$ cat src/rtl/core/rgba_integral_image_macros.svh
// Assertion macros used by the integral image top level.
`ifndef RGBA_INTEGRAL_IMAGE_MACROS_SVH
`define RGBA_INTEGRAL_IMAGE_MACROS_SVH

`ifndef NO_ASSERTIONS
// Same-cycle implication, checked on clk, off while rst_n is low.
`define RGBAII_ASSERT_IMP(lbl, ante, cons, msg) \
  lbl: assert property (@(posedge clk) disable iff (!rst_n) (ante) |-> (cons)) \
    else $error(msg);
// Next-cycle implication, checked on clk, off while rst_n is low.
`define RGBAII_ASSERT_NXT(lbl, ante, cons, msg) \
  lbl: assert property (@(posedge clk) disable iff (!rst_n) (ante) |=> (cons)) \
    else $error(msg);
`else
`define RGBAII_ASSERT_IMP(lbl, ante, cons, msg)
`define RGBAII_ASSERT_NXT(lbl, ante, cons, msg)
`endif

`endif

$ cat src/rtl/core/rgbaii_pkg.sv
// Shared types and constants of the RGBA integral image block.
`timescale 1ns / 1ps
package rgbaii_pkg;

  localparam int PIX_W     = 8;   // channel value
  localparam int SQ_W      = 16;  // squared channel value
  localparam int ROW_W     = 27;  // running row sum
  localparam int SUM_W     = 36;  // table value
  localparam int CFG_W     = 11;  // widest config register
  localparam int SIZE_W    = 13;  // holds sizes up to 8191
  localparam int NUM_LANES = 4;   // channel lanes on the ports
  localparam int IDX_W     = 2;   // config register index

  typedef enum logic [IDX_W-1:0] {
    REG_FRAME_WIDTH  = 2'd0,
    REG_FRAME_HEIGHT = 2'd1,
    REG_SQUARE_MODE  = 2'd2
  } cfg_reg_t;

  typedef struct packed {
    logic [CFG_W-1:0] frame_width;
    logic [CFG_W-1:0] frame_height;
    logic             square_mode;
  } cfg_t;

  // Item leaving the accumulate stage
  typedef struct packed {
    logic [NUM_LANES-1:0][ROW_W-1:0] row_sum;
    logic                            first_row;
    logic                            frame_end;
  } acc_item_t;

  // Merge stage control
  typedef struct packed {
    logic accept;  // new pixel enters the accumulate stage
    logic hit;     // that pixel reads the entry being written this cycle
    logic load;    // accumulate stage moves into the output register
  } merge_ctrl_t;

endpackage

$ cat src/rtl/core/rgbaii_accum.sv
// Accumulate stage: position counters, per-channel row sums, stage register.
`timescale 1ns / 1ps
module rgbaii_accum #(
  parameter int MAX_WIDTH  = 1024,
  parameter int MAX_HEIGHT = 1024,
  parameter int CHANNELS   = 4,
  parameter int CW         = (MAX_WIDTH > 1) ? $clog2(MAX_WIDTH) : 1,
  parameter int RW         = (MAX_HEIGHT > 1) ? $clog2(MAX_HEIGHT) : 1
) (
  input  logic                                           clk,
  input  logic                                           rst_n,
  input  rgbaii_pkg::cfg_t                               cfg,
  input  logic                                           accept,
  input  logic [rgbaii_pkg::NUM_LANES-1:0][rgbaii_pkg::PIX_W-1:0] pix,
  output logic [CW-1:0]                                  rd_col,
  output logic [CW-1:0]                                  item_col,
  output rgbaii_pkg::acc_item_t                          item
);
  import rgbaii_pkg::*;

  logic [CW-1:0]     column_count_r, column_count_nxt;
  logic [RW-1:0]     row_count_r, row_count_nxt;
  logic [ROW_W-1:0]  row_sum_r   [NUM_LANES];
  logic [ROW_W-1:0]  row_sum_nxt [NUM_LANES];
  acc_item_t         item_r, item_nxt;
  logic [CW-1:0]     item_col_r;
  logic [SIZE_W-1:0] w_eff, h_eff, col_ext, row_ext;
  logic              row_end, frame_last;

  // Clamp sizes to 1..MAX
  always_comb begin
    if (cfg.frame_width == '0) begin
      w_eff = SIZE_W'(1);
    end else if ({{(SIZE_W-CFG_W){1'b0}}, cfg.frame_width} > SIZE_W'(MAX_WIDTH)) begin
      w_eff = SIZE_W'(MAX_WIDTH);
    end else begin
      w_eff = {{(SIZE_W-CFG_W){1'b0}}, cfg.frame_width};
    end
    if (cfg.frame_height == '0) begin
      h_eff = SIZE_W'(1);
    end else if ({{(SIZE_W-CFG_W){1'b0}}, cfg.frame_height} > SIZE_W'(MAX_HEIGHT)) begin
      h_eff = SIZE_W'(MAX_HEIGHT);
    end else begin
      h_eff = {{(SIZE_W-CFG_W){1'b0}}, cfg.frame_height};
    end
  end

  assign col_ext    = {{(SIZE_W-CW){1'b0}}, column_count_r};
  assign row_ext    = {{(SIZE_W-RW){1'b0}}, row_count_r};
  assign row_end    = (col_ext + SIZE_W'(1)) >= w_eff;
  assign frame_last = row_end && ((row_ext + SIZE_W'(1)) >= h_eff);

  always_comb begin
    column_count_nxt = row_end ? '0 : CW'(col_ext + SIZE_W'(1));
    row_count_nxt    = row_count_r;
    if (row_end) begin
      row_count_nxt = frame_last ? '0 : RW'(row_ext + SIZE_W'(1));
    end
  end

  for (genvar c = 0; c < NUM_LANES; c++) begin : g_lane
    if (c < CHANNELS) begin : g_on
      logic [SQ_W-1:0]  v;
      logic [ROW_W-1:0] sum_new;
      assign v = cfg.square_mode ? (SQ_W'(pix[c]) * SQ_W'(pix[c]))
                                 : {{(SQ_W-PIX_W){1'b0}}, pix[c]};
      assign sum_new        = row_sum_r[c] + {{(ROW_W-SQ_W){1'b0}}, v};
      assign row_sum_nxt[c] = row_end ? '0 : sum_new;
      assign item_nxt.row_sum[c] = sum_new;
    end else begin : g_off
      assign row_sum_nxt[c]      = '0;
      assign item_nxt.row_sum[c] = '0;
    end
  end

  assign item_nxt.first_row = (row_count_r == '0);
  assign item_nxt.frame_end = frame_last;

  always_ff @(posedge clk) begin
    if (!rst_n) begin
      column_count_r <= '0;
      row_count_r    <= '0;
      for (int c = 0; c < NUM_LANES; c++) begin
        row_sum_r[c] <= '0;
      end
    end else if (accept) begin
      column_count_r <= column_count_nxt;
      row_count_r    <= row_count_nxt;
      for (int c = 0; c < NUM_LANES; c++) begin
        row_sum_r[c] <= row_sum_nxt[c];
      end
    end
  end

  always_ff @(posedge clk) begin
    if (accept) begin
      item_r     <= item_nxt;
      item_col_r <= column_count_r;
    end
  end

  assign rd_col   = column_count_r;
  assign item_col = item_col_r;
  assign item     = item_r;

endmodule

$ cat config.mk
export PLATFORM = sky130hd
export DESIGN_NAME = rgbaii_accum
export DESIGN_NICKNAME = d
export VERILOG_FILES = /design/src/rtl/core/rgba_integral_image_macros.svh /design/src/rtl/core/rgbaii_pkg.sv /design/src/rtl/core/rgbaii_accum.sv
export SDC_FILE = /design/constraint.sdc
export NUM_CORES = 1
export LEC_CHECK = 0
export ABC_AREA = 1
export BUFFER_PORTS_ARGS = -buffer_cell sky130_fd_sc_hd__buf_2
export CORE_ASPECT_RATIO = 0.6
export CORE_MARGIN = 10
export CORE_UTILIZATION = 35
export DETAILED_ROUTE_END_ITERATION = 7
export PLACE_DENSITY = 0.59
export SYNTH_ARGS = -nofsm -noshare
export SYNTH_HDL_FRONTEND = slang
export SYNTH_SLANG_ARGS = --single-unit
export TNS_END_PERCENT = 30
$ cat constraint.sdc
create_clock -name clk -period 7.95 [get_ports clk]
set_input_delay 1.59 -clock clk [delete_from_list [all_inputs] [get_ports clk]]
set_output_delay 1.59 -clock clk [all_outputs]
set_load 0.01 [all_outputs]
==> reports/results.ini <==
[clock_network]
cts_root_buf = clkbuf_16
cts_buffers = 29
clock-sinks = 248
htreeDepth = 1
cts_tree = done
clk_pin_slew_worst_paths_ps = 60
post_cts_buffers = 0
cts_resized = 0
clock_latency_ps = 570
clock_path_buffers = 3
postCtsHoldBufs = 0

[finish]
layout_common_cells = nand2_1, inv_1, nor2_1, edfxtp_1, ha_1
drive_gt1_frac = 0.0838
diodes = 0
nets = 3388
mostFrequentLayoutCell = nand2_1
synthToLayoutAreaGrowth_pct = 12.9
fill_cells = 6417

[global_route]
grt_overflow_total = 0
grt_usage = 0.171
grt_max_degree = 66
grt_pass1_wl_um = 101000
antenna_found_initial = 3
grt_pass1_vias = 17600

[die]
die_x_um = 343
die_y_um = 214
io_pins = 188
start_util = 0.357
rows = 70
dieArea_um2 = 73400
coreArea_um2 = 61500

[sta]
fmax_mhz = 147
hold_viol = 0
worst_slew_pin_slew_ps = 1010
hold_ws_ps = 475
rsz0062_at_grt = no
timing.setup.tns_ps = 0
skew_ps = 8.86
fin_crit_ps = 6820
min_period_over_period = 0.858
max_slew_margin = 0.324
slew_violations = 0
setup-violations-final = 0

[route]
routedWlPerCell_um = 16.3
num_vias = 18500
drt_first_pass_iters = 5
drc = 0
drtAntennaViolNets = 0
vias_per_cell = 4.77
drtIter0Drc = 1608
wirelength_um = 63200

[power]
netSwitchingFraction = 0.444
cellPowerDensity_nw_per_um2 = 280
leakagePower_nw = 13.2
p_int_mw = 3.85
p_comb_frac = 0.512
p_clk_frac = 0.212
power_mw = 6.93
peakVddDrop_v = 0.000133
power.switching_mw = 3.08
seqPwrFrac = 0.276

[yosys]
yosysWarningCount = 0
synthCells = 2852
syn_area_um2 = 21900
synthTopCellsByArea = edfxtp_1, nand2_1, ha_1, inv_1, fa_1
ys_seq_area_frac = 0.330
synth.avg_cell_area_um2 = 7.69
synth_area_leader_cell = edfxtp_1
synth_seq_cells = 248
ys_types = 38
synth.top_cell.area_share = 0.312

[min_path]
whs_path_depth = 2
holdCritPathClass = register to register

[setup_path]
cp_cell_sequence = buf_2 > nand2_1 > inv_1 > fa_1 > fa_1 > inv_1 > fa_1 > fa_1 > inv_1 > ha_1 > a21oi_1 > o21ai_0 > a21oi_1 > o21ai_0 > nand2_1 > nand2_1 > nor2_1 > ha_1 > a21oi_1 > o21ai_0 > a21oi_1 > nand2_1 > xor2_1 > and2_1
startpoint_type = input pin
rr_endpoint = row_sum_r[3][26]
path_max_fanout = 9
slowest_delay_ps = 560
worstSetupEndpoint = row_sum_r[1][16]
regToRegSetupSlack_ps = 3470
end_kind = register
cp.required_ps = 8270
r2r_cells = 17
critPathArrivalTime_ps = 7150
crit_start = pix[9]
worstSetupPathType = input pin to register
timing.rr.start = rd_col[0]
slowest_stage = fa_1

[place]
gp_congestion = 0.915
io_buffers = 187
dpl.hpwl_um = 50600

[run]
max-cap-violations = 0

[status]
outcome = complete, no violations

[worst min-delay path by stage]
stage,startpoint,endpoint,slack [ps]
global route,row_count_r[8],row_count_r[8],500
finish,row_count_r[8],row_count_r[8],480
CTS,row_count_r[8],row_count_r[8],480
global placement,row_count_r[8],row_count_r[8],460
floorplan,row_count_r[8],row_count_r[8],450
detailed placement,row_count_r[8],row_count_r[8],470
[per-layer routing]
metal | wire, µm | GRT usage | part of all wire | up-vias
li1 | - | - | - | 9366
met4 | 724 | 0.0206 | 0.011 | 0
met5 | 0 | 0 | 0 | -
met3 | 4750 | 0.0317 | 0.075 | 45
met1 | 36200 | 0.296 | 0.57 | 8544
met2 | 21500 | 0.210 | 0.34 | 520
[state kept, by name, indices dropped and copies added (netlist names)]
name / flops
row_sum_r: 108
item_col: 10
rd_col: 10
item: 110
row_count_r: 10
[metrics by stage]
step / setup WS [ps] / cells / utilization / area [µm²]
2_1_floorplan: 1440 / 2853 / - / 21900
4_1_cts: 1270 / 3871 / 0.403 / 24800
5_1_grt: 773 / 3871 / 0.403 / 24800
3_3_place_gp: 693 / 3819 / 0.386 / 23700
3_5_place_dp: 688 / 3819 / 0.386 / 23700
6_report: 1130 / 3871 / 0.403 / 24800
[kinds of logic after synthesis]
group,Yosys count,synth area share
adder cells (fa/ha/maj),308,0.210
flip-flops,248,0.330
AO/OA/AOI/OAI,301,0.0725
other,1,0.000171
AND/OR/NAND/NOR,1245,0.234
buffers and inverters,645,0.111
XOR/XNOR,104,0.0415
[area by class of cell]
cell class                      count  area [µm²]  area share
Clock inverter                     22         289      0.0117
Multi-Input combinational cell   1960       12200       0.495
Sequential cell                   248        7250       0.293
Timing Repair Buffer              194         995      0.0402
Inverter                          589        2210      0.0894
Clock buffer                       30         729      0.0295
Tap cell                          828        1040      0.0419
[Yosys cell counts]
cell type / count
fa_1: 100
a211oi_1: 4
conb_1: 1
and2_1: 14
nor3b_1: 3
nand3b_1: 7
nor3_2: 1
o21ai_2: 2
nand2_2: 1
buf_6: 1
xnor2_1: 30
xor2_1: 74
and3_1: 2
nor2_4: 1
a31oi_1: 11
nand3_1: 137
nor4_1: 9
a21o_1: 12
o21a_1: 2
o21bai_1: 4
nand4_1: 37
inv_1: 588
edfxtp_1: 228
nand2_1: 724
inv_2: 1
nor2_1: 265
ha_1: 208
nor3_1: 32
a21boi_0: 1
o21ai_0: 109
o22ai_1: 4
or2_2: 10
a21oi_1: 152
buf_2: 12
clkbuf_1: 43
nand3_2: 1
dfxtp_1: 20
or4_1: 1
[worst max-delay path, delay by kind of cell]
kind            cells  cell delay (ps)
buf+inv             4              360
simple gates        6              710
xor+xnor            1              210
fa+ha+maj           6             2820
compound gates      7             1460
[power by group through the flow]
stage,clock network (mW),registers [mW],logic [mW]
finish,1.47,1.91,3.55
global route,1.56,1.94,4.01
CTS,1.52,1.92,3.51
detailed placement,0,1.94,3.48
global placement,0,1.94,3.49
floorplan,0,1.97,2.35
Note: power is estimated with default switching activity, not from simulation.
