$ cat src/rtl/core/rgba_integral_image_macros.svh
// Assertion macros used by the integral image top level.
`ifndef RGBA_INTEGRAL_IMAGE_MACROS_SVH
`define RGBA_INTEGRAL_IMAGE_MACROS_SVH

`ifndef NO_ASSERTIONS
// Same-cycle implication, checked on clk, off while rst_n is low.
`define RGBAII_ASSERT_IMP(lbl, ante, cons, msg) \
  lbl: assert property (@(posedge clk) disable iff (!rst_n) (ante) |-> (cons)) \
    else $error(msg);
// Next-cycle implication, checked on clk, off while rst_n is low.
`define RGBAII_ASSERT_NXT(lbl, ante, cons, msg) \
  lbl: assert property (@(posedge clk) disable iff (!rst_n) (ante) |=> (cons)) \
    else $error(msg);
`else
`define RGBAII_ASSERT_IMP(lbl, ante, cons, msg)
`define RGBAII_ASSERT_NXT(lbl, ante, cons, msg)
`endif

`endif

$ cat src/rtl/core/rgbaii_pkg.sv
// Shared types and constants of the RGBA integral image block.
`timescale 1ns / 1ps
package rgbaii_pkg;

  localparam int PIX_W     = 8;   // channel value
  localparam int SQ_W      = 16;  // squared channel value
  localparam int ROW_W     = 27;  // running row sum
  localparam int SUM_W     = 36;  // table value
  localparam int CFG_W     = 11;  // widest config register
  localparam int SIZE_W    = 13;  // holds sizes up to 8191
  localparam int NUM_LANES = 4;   // channel lanes on the ports
  localparam int IDX_W     = 2;   // config register index

  typedef enum logic [IDX_W-1:0] {
    REG_FRAME_WIDTH  = 2'd0,
    REG_FRAME_HEIGHT = 2'd1,
    REG_SQUARE_MODE  = 2'd2
  } cfg_reg_t;

  typedef struct packed {
    logic [CFG_W-1:0] frame_width;
    logic [CFG_W-1:0] frame_height;
    logic             square_mode;
  } cfg_t;

  // Item leaving the accumulate stage
  typedef struct packed {
    logic [NUM_LANES-1:0][ROW_W-1:0] row_sum;
    logic                            first_row;
    logic                            frame_end;
  } acc_item_t;

  // Merge stage control
  typedef struct packed {
    logic accept;  // new pixel enters the accumulate stage
    logic hit;     // that pixel reads the entry being written this cycle
    logic load;    // accumulate stage moves into the output register
  } merge_ctrl_t;

endpackage

$ cat src/rtl/core/rgbaii_merge.sv
// Merge stage: adds the row above to the row sums, forwards, output register.
`timescale 1ns / 1ps
module rgbaii_merge #(
  parameter int CHANNELS = 4
) (
  input  logic                                   clk,
  input  logic                                   rst_n,
  input  rgbaii_pkg::merge_ctrl_t                ctrl,
  input  rgbaii_pkg::acc_item_t                  item,
  input  logic [CHANNELS*rgbaii_pkg::SUM_W-1:0]  rdata,
  output logic [CHANNELS*rgbaii_pkg::SUM_W-1:0]  wdata,
  output logic [rgbaii_pkg::NUM_LANES*rgbaii_pkg::SUM_W-1:0] sums,
  output logic                                   frame_end
);
  import rgbaii_pkg::*;

  logic                              byp_r;
  logic [CHANNELS*SUM_W-1:0]         byp_data_r;
  logic [NUM_LANES-1:0][SUM_W-1:0]   total;
  logic [NUM_LANES*SUM_W-1:0]        sums_r;
  logic                              frame_end_r;

  for (genvar c = 0; c < NUM_LANES; c++) begin : g_lane
    if (c < CHANNELS) begin : g_on
      logic [SUM_W-1:0] above;
      always_comb begin
        if (item.first_row) begin
          above = '0;
        end else if (byp_r) begin
          above = byp_data_r[c*SUM_W +: SUM_W];
        end else begin
          above = rdata[c*SUM_W +: SUM_W];
        end
      end
      assign total[c] = above + {{(SUM_W-ROW_W){1'b0}}, item.row_sum[c]};
      assign wdata[c*SUM_W +: SUM_W] = total[c];
    end else begin : g_off
      assign total[c] = '0;
    end
  end

  // Forward the entry written in the same cycle it is read
  always_ff @(posedge clk) begin
    if (!rst_n) begin
      byp_r <= 1'b0;
    end else if (ctrl.accept) begin
      byp_r <= ctrl.hit;
    end
  end

  always_ff @(posedge clk) begin
    if (ctrl.accept && ctrl.hit) begin
      byp_data_r <= wdata;
    end
    if (ctrl.load) begin
      sums_r      <= total;
      frame_end_r <= item.frame_end;
    end
  end

  assign sums      = sums_r;
  assign frame_end = frame_end_r;

endmodule

$ cat config.mk
export PLATFORM = sky130hd
export DESIGN_NAME = rgbaii_merge
export DESIGN_NICKNAME = d
export VERILOG_FILES = /design/src/rtl/core/rgba_integral_image_macros.svh /design/src/rtl/core/rgbaii_pkg.sv /design/src/rtl/core/rgbaii_merge.sv
export SDC_FILE = /design/constraint.sdc
export NUM_CORES = 1
export LEC_CHECK = 0
export BUFFER_PORTS_ARGS = -buffer_cell sky130_fd_sc_hd__buf_4
export CORE_AREA = 2 2 215 217
export DETAILED_ROUTE_END_ITERATION = 16
export DIE_AREA = 0 0 217 219
export HOLD_SLACK_MARGIN = 0.06
export RECOVER_POWER = 100
export SLEW_MARGIN = 20
export SYNTH_ARGS = -nofsm -noshare
export SYNTH_HDL_FRONTEND = slang
export SYNTH_SLANG_ARGS = --single-unit
export TNS_END_PERCENT = 1
$ cat constraint.sdc
create_clock -name clk -period 4.8 [get_ports clk]
set_input_delay 0.72 -clock clk [delete_from_list [all_inputs] [get_ports clk]]
set_output_delay 0.72 -clock clk [all_outputs]
set_load 0.03 [all_outputs]
==> results.json, run 1 <==
{
  "status": "finished, violations left",
  "violations": "max-capacitance violations, max-slew violations",
  "p_per_area_mw_per_mm2": 371,
  "vdd_drop_max_uv": 330,
  "clkPwrFrac": 0.300,
  "switching_power_mw": 3.02,
  "dp_hpwl_um": 43600,
  "fmax_mhz": 209,
  "drt-total-wl_um": 56400,
  "max_cap_viol_count": 2,
  "fin_cells": 2732,
  "slew_headroom": -1.93,
  "rsz0062_at_grt": "yes",
  "core_area_mm2": 0.0451,
  "power_mw": 8.95,
  "intPower_mw": 5.93,
  "overflow": 0,
  "utilization": 0.536,
  "slew_viol_final": 125,
  "grt_pass1_vias": 14161,
  "worst_pin_slew_ns": 4.39,
  "avgSynthCellArea_um2": 11.5,
  "drc_errors": 0,
  "design_area_mm2": 0.0241,
  "clock_sinks": 290,
  "yosysWarnings": 0,
  "initial_core_util": 0.375,
  "fin_crit_ns": 4.79,
  "synth-main-ff-cell": "edfxtp_1",
  "critPathMaxFanout": 12,
  "worstSetupEndpointType": "output port",
  "fin_worst_skew_ns": 0.00985,
  "cts_tree": "done",
  "routabilityCongestion": 0.933,
  "antenna_left": 0,
  "dr.pass1.iters": 5,
  "synthCells": 1476,
  "switching_share": 0.338,
  "grt_max_degree": 74,
  "syn_area_mm2": 0.0169,
  "htree_levels": 2,
  "vias_per_cell": 5.18,
  "synthArstFlopShare": 0,
  "cts_buffer_depth": 3,
  "place_inst": 2639,
  "synth_edf_count": 289,
  "reg2reg_from": "byp_r",
  "tns_ns": 0,
  "syn-num-nets": 1847,
  "num_io_pins": 548,
  "hold_start": "item[0]",
  "clock_latency_ns": 0.54,
  "fin_nets": 2475,
  "hold_class": "input pin to flip-flop",
  "die_y_um": 219,
  "dieArea_mm2": 0.0475,
  "drive_gt1_frac": 0.371,
  "critPathLaunchType": "flip-flop",
  "die_w_um": 217,
  "ys_types": 65,
  "cts_hold_buffers": 0,
  "fillers": 4001,
  "rows": 78,
  "ys_seq_area_frac": 0.515,
  "r2r_slack_ns": 1.15,
  "cp.required_ns": 4.08,
  "num_vias": 14163,
  "cts_buffers": 35,
  "clk_pin_slew_ns": 0.06,
  "synthToLayoutAreaGrowth_pct": 42.9,
  "io_buffer_count": 547,
  "placed_area_mm2": 0.0223,
  "wire_per_inst_um": 20.6,
  "period_share": 0.997,
  "power.share.sequential": 0.362,
  "setup_slack_ns": 0.0132,
  "synth_seq_cells": 290,
  "drt_iter0_drc": 747,
  "whs_ns": 0.378,
  "grtUsageTotal": 0.226,
  "critPathArrivalTime_ns": 4.07,
  "critPathLaunch": "byp_r",
  "p_comb_frac": 0.337,
  "critPathKind": "flip-flop to output port",
  "grt_pass1_wl_um": 81700,
  "setup_viol": 0,
  "p_leak_nw": 10.4,
  "cts_root_buffer": "clkbuf_16",
  "antenna_found_initial": 5,
  "pre_cts_slack_ns": -0.0581,
  "hold_viol": 0
}
[flip-flops by register name, indices dropped and copies added, names as in the netlist]
register	flops
byp_r	1
byp_data_r	144
frame_end	1
sums	144
[cell usage after synthesis, types with 17 or more instances]
master | count | area [um^2]
a21o_1 | 59 | 443
a21oi_1 | 114 | 571
buf_2 | 17 | 85.1
clkbuf_1 | 26 | 97.6
edfxtp_1 | 289 | 8680
ha_1 | 108 | 1350
inv_1 | 30 | 113
mux2i_1 | 137 | 1370
nand2_1 | 62 | 233
nand3_1 | 40 | 200
nor2_1 | 203 | 762
nor2b_1 | 18 | 113
nor3_1 | 23 | 115
o21ai_0 | 55 | 275
xnor2_1 | 82 | 718
xor2_1 | 42 | 368
[power by group through the flow]
stage	sequential [mW]	clock (mW)	combinational [mW]
floorplan	3.60	0	1.43
global placement	3.29	0	2.90
detailed placement	3.29	0	2.92
CTS	3.24	2.76	2.97
global route	3.27	2.84	3.21
finish	3.24	2.69	3.02
[per-layer routing]
metal	routed length (um)	global-route usage
met3	4810	0.0725
met5	13	0
met2	27700	0.389
met1	22400	0.268
met4	1450	0.0689
[logic make-up after synthesis]
group,synth area share
DFF,0.515
muxes,0.0825
AOI/OAI and AO/OA,0.127
and+or+nand+nor,0.108
buffers and inverters,0.0190
adders and majority gates,0.0847
xor gates and xnor gates,0.0643
[placed cells by master (no fill, tap or decap), drive strengths merged, types with 10 or more instances in the layout]
| cell type | n |
|---|---|
| and3 | 12 |
| nand4 | 11 |
| o21bai | 12 |
| mux2i | 137 |
| ha | 108 |
| nor3 | 23 |
| nor2 | 203 |
| a31oi | 10 |
| xor2 | 42 |
| xnor2 | 82 |
| clkinv | 17 |
| a21o | 59 |
| nand3 | 41 |
| o21a | 12 |
| o21ai | 56 |
| a211oi | 11 |
| edfxtp | 289 |
| inv | 30 |
| a21oi | 117 |
| clkbuf | 43 |
| nor2b | 18 |
| nand2 | 62 |
| buf | 635 |
[timing repair]
| item | CTS | global route |
|---|---|---|
| cloned | 1 | 1 |
| setup endpoints to repair | 43 | 49 |
| pin swaps | 8 | 27 |
| setup buffers | 15 | 11 |
| resized for setup | 28 | 62 |
[layout make-up]
| class | count | area [um^2] | share of cell area |
|---|---|---|---|
| multi-input combinational | 1107 | 8420 | 0.349 |
| clock buffer | 39 | 933 | 0.0387 |
| antenna | 4 | 10.0 | 0.000414 |
| clock inverter | 22 | 208 | 0.00860 |
| timing repair buffer | 640 | 5010 | 0.207 |
| inverter | 30 | 113 | 0.00466 |
| sequential | 290 | 8700 | 0.360 |
| tap | 600 | 751 | 0.0311 |
[worst paths after layout]
path / to / cells after the start
setup reg to reg: sums[71] / 16
hold / removal: frame_end / 1
setup / recovery: wdata[132] / 15
hold reg to reg: sums[35] / 3
[critical path, stage by stage, from the launching register on]
cell       delay (ns)
dfxtp_4          0.39
buf_4            0.18
buf_12           0.16
mux2i_1          0.19
nor2_1           0.06
ha_1             0.33
a211o_1          0.15
o211ai_2         0.14
a2111oi_4        0.44
nor2_1           0.09
o41a_1           0.41
o41ai_4          0.28
a21o_1           0.16
a21oi_1          0.09
xnor2_2          0.25
buf_4            0.21
No activity file was read; power rests on OpenSTA's default activity.
==> run 2, diff against run 1 <==
- ABC_AREA: unset -> 1
- CORE_AREA: 2 2 215 217 -> unset
- CORE_ASPECT_RATIO: unset -> 1.5
- CORE_MARGIN: unset -> 2
- CORE_UTILIZATION: unset -> 40
- DIE_AREA: 0 0 217 219 -> unset
- PLACE_DENSITY: unset -> 0.66
==> results.json, run 2 <==
{
  "status": "finished, violations left",
  "violations": "max-capacitance violations, max-slew violations",
  "clock_latency_ns": 0.59,
  "synth_edf_count": 289,
  "drt-total-wl_um": 72200,
  "slew_viol_final": 161,
  "tns_ns": 0,
  "worst_pin_slew_ns": 4.31,
  "synth_compound_area_frac": 0.0759,
  "p_leak_nw": 12.4,
  "num_io_pins": 548,
  "cts_buffers": 31,
  "clk_pin_slew_ns": 0.07,
  "layout_common_cells": "830 x nand2_1, 561 x buf_4, 426 x nor2_1, 289 x edfxtp_1, 273 x inv_1",
  "synthToLayoutAreaGrowth_pct": 30.5,
  "synth-simple-area-share": 0.304,
  "drt_iter0_drc": 1241,
  "cp.required_ns": 4.08,
  "synth_top_cell_area_share": 0.445,
  "synthArstFlopShare": 0,
  "synth-main-ff-cell": "edfxtp_1",
  "ys_types": 36,
  "fin_worst_skew_ns": 0.0135,
  "place_inst": 3732,
  "cp_slowest_cell": "dfxtp_4",
  "multi_input_area_mm2": 0.00951,
  "num_vias": 19160,
  "cts_buffer_depth": 3,
  "crit_top_cell": "nand2_1",
  "dp_hpwl_um": 58200,
  "routabilityCongestion": 0.971,
  "grtUsageTotal": 0.275,
  "drive_gt1_frac": 0.208,
  "vdd_drop_max_uv": 330,
  "io_buffer_count": 547,
  "die_w_um": 184,
  "yosysWarnings": 0,
  "p_per_area_mw_per_mm2": 349,
  "yosys.area.top_type": "edfxtp_1",
  "critPathLaunchType": "flip-flop",
  "critPathArrivalTime_ns": 3.87,
  "worstSetupEndpointType": "output port",
  "r2r-end": "sums[32]",
  "min_path_cells": 2,
  "htree_levels": 1,
  "placed_area_mm2": 0.0244,
  "rsz0062_at_grt": "yes",
  "hold_viol": 0,
  "synth_seq_cells": 290,
  "dr.pass1.iters": 5,
  "final_common_cell": "nand2_1",
  "critPathLaunch": "byp_r",
  "rows": 99,
  "initial_core_util": 0.403,
  "die_y_um": 274,
  "antenna_left": 0,
  "syn-num-nets": 2928,
  "grt_pass1_wl_um": 106000,
  "reg2reg_from": "byp_r",
  "syn_area_mm2": 0.0195,
  "cts_hold_buffers": 0,
  "yosys-top-cells-area": "edfxtp_1 45%, nand2_1 16%, nor2_1 8.2%",
  "fmax_mhz": 218,
  "synthCells": 2557,
  "core_area_mm2": 0.0484,
  "pre_cts_slack_ns": 0.435,
  "crit_chain": "buf_12 > o21ai_0 > nor2_1 > ha_1 > fa_1 > nand2_1 > nand3_1 > nand2_1 > o21ai_1 > nand2_1 > nand2_1 > nand2_1 > nand2_1 > nand2_1 > nand2_1 > buf_4",
  "synth_adder_area_share": 0.0734,
  "overflow": 0,
  "avgSynthCellArea_um2": 7.62,
  "regArea_mm2": 0.00870,
  "cts_tree": "done",
  "r2r_slack_ns": 1.47,
  "setup_viol": 0,
  "dieArea_mm2": 0.0506,
  "vias_per_cell": 5.05,
  "period_share": 0.956,
  "hold_class": "input pin to flip-flop",
  "fin_cells": 3797,
  "grt_pass1_vias": 18808,
  "slew_headroom": -1.87,
  "synthTopCellsByCount": "830 x nand2_1, 426 x nor2_1, 289 x edfxtp_1, 273 x inv_1, 156 x o21ai_0",
  "synthMuxAreaShare": 0,
  "whs_ns": 0.337,
  "cts_root_buffer": "clkbuf_16",
  "worstSetupEndpoint": "wdata[32]",
  "clock_sinks": 290,
  "synth_most_common_cell": "nand2_1",
  "drc_errors": 0,
  "antenna_found_initial": 11,
  "ys_seq_area_frac": 0.446,
  "wire_per_inst_um": 19.0,
  "power_mw": 8.89,
  "reg2reg_depth": 14,
  "utilization": 0.525,
  "critPathKind": "flip-flop to output port",
  "max_cap_viol_count": 2,
  "synth_top_family_by_area": "simple AND/OR/NAND/NOR gates",
  "fin_crit_ns": 4.59,
  "fin_nets": 3481,
  "critPathMaxFanout": 55,
  "fillers": 4716,
  "yosys.area_share.xor_xnor": 0.0341,
  "critPathMaxStageDelay_ns": 0.63,
  "setup_slack_ns": 0.213,
  "grt_max_degree": 86,
  "design_area_mm2": 0.0254
}
run 2: layer usage:
metal	routed length [um]	share of wire	up-vias	track usage
met5	0	0	-	0
met4	3190	0.044	0	0.124
met3	4840	0.067	150	0.0521
met2	37900	0.52	737	0.515
met1	26300	0.36	8843	0.297
li1	-	-	9430	-
run 2: logic make-up after synthesis:
| logic type | after synthesis |
|---|---|
| AO/OA/AOI/OAI | 284 |
| XOR/XNOR | 76 |
| adder cells (fa/ha/maj) | 112 |
| buffers and inverters | 326 |
| flip-flops | 290 |
| AND/OR/NAND/NOR | 1469 |
run 2: worst min-delay path by stage:
| stage | slack, ns | startpoint | endpoint |
|---|---|---|---|
| finish | 0.34 | rst_n | byp_r |
| global route | 0.33 | item[0] | frame_end |
| CTS | 0.29 | item[0] | frame_end |
| detailed placement | 0.76 | byp_data_r[108] | byp_data_r[108] |
| global placement | 0.75 | byp_data_r[108] | byp_data_r[108] |
| floorplan | 0.82 | item[0] | frame_end |
run 2: layout make-up:
type / instances / share of cell area
inverters: 275 / 0.0409
repair buffers: 571 / 0.172
clock buffers: 34 / 0.0309
diodes: 9 / 0.000885
clock inverters: 21 / 0.00777
well taps: 656 / 0.0323
flip-flops and latches: 290 / 0.342
multi-input cells: 1941 / 0.374
run 2: critical path, delay by kind of cell, from the launching register on:
kind                       cells  cell delay, ns
and+or+nand+nor               10            1.03
DFF                            1            0.63
adders and majority gates      2            0.60
AOI/OAI and AO/OA              2            0.48
buffers and inverters          2            0.48
run 2: timing repair:
item	4_1_cts	5_1_grt
buffers inserted	0	1
resized for setup	3	3
setup endpoints to repair	12	58
run 2: where the power goes:
group / internal, mW / switching (mW)
Sequential: 3.18 / 0.0762
Combinational: 1.04 / 2.18
Clock: 1.34 / 1.06
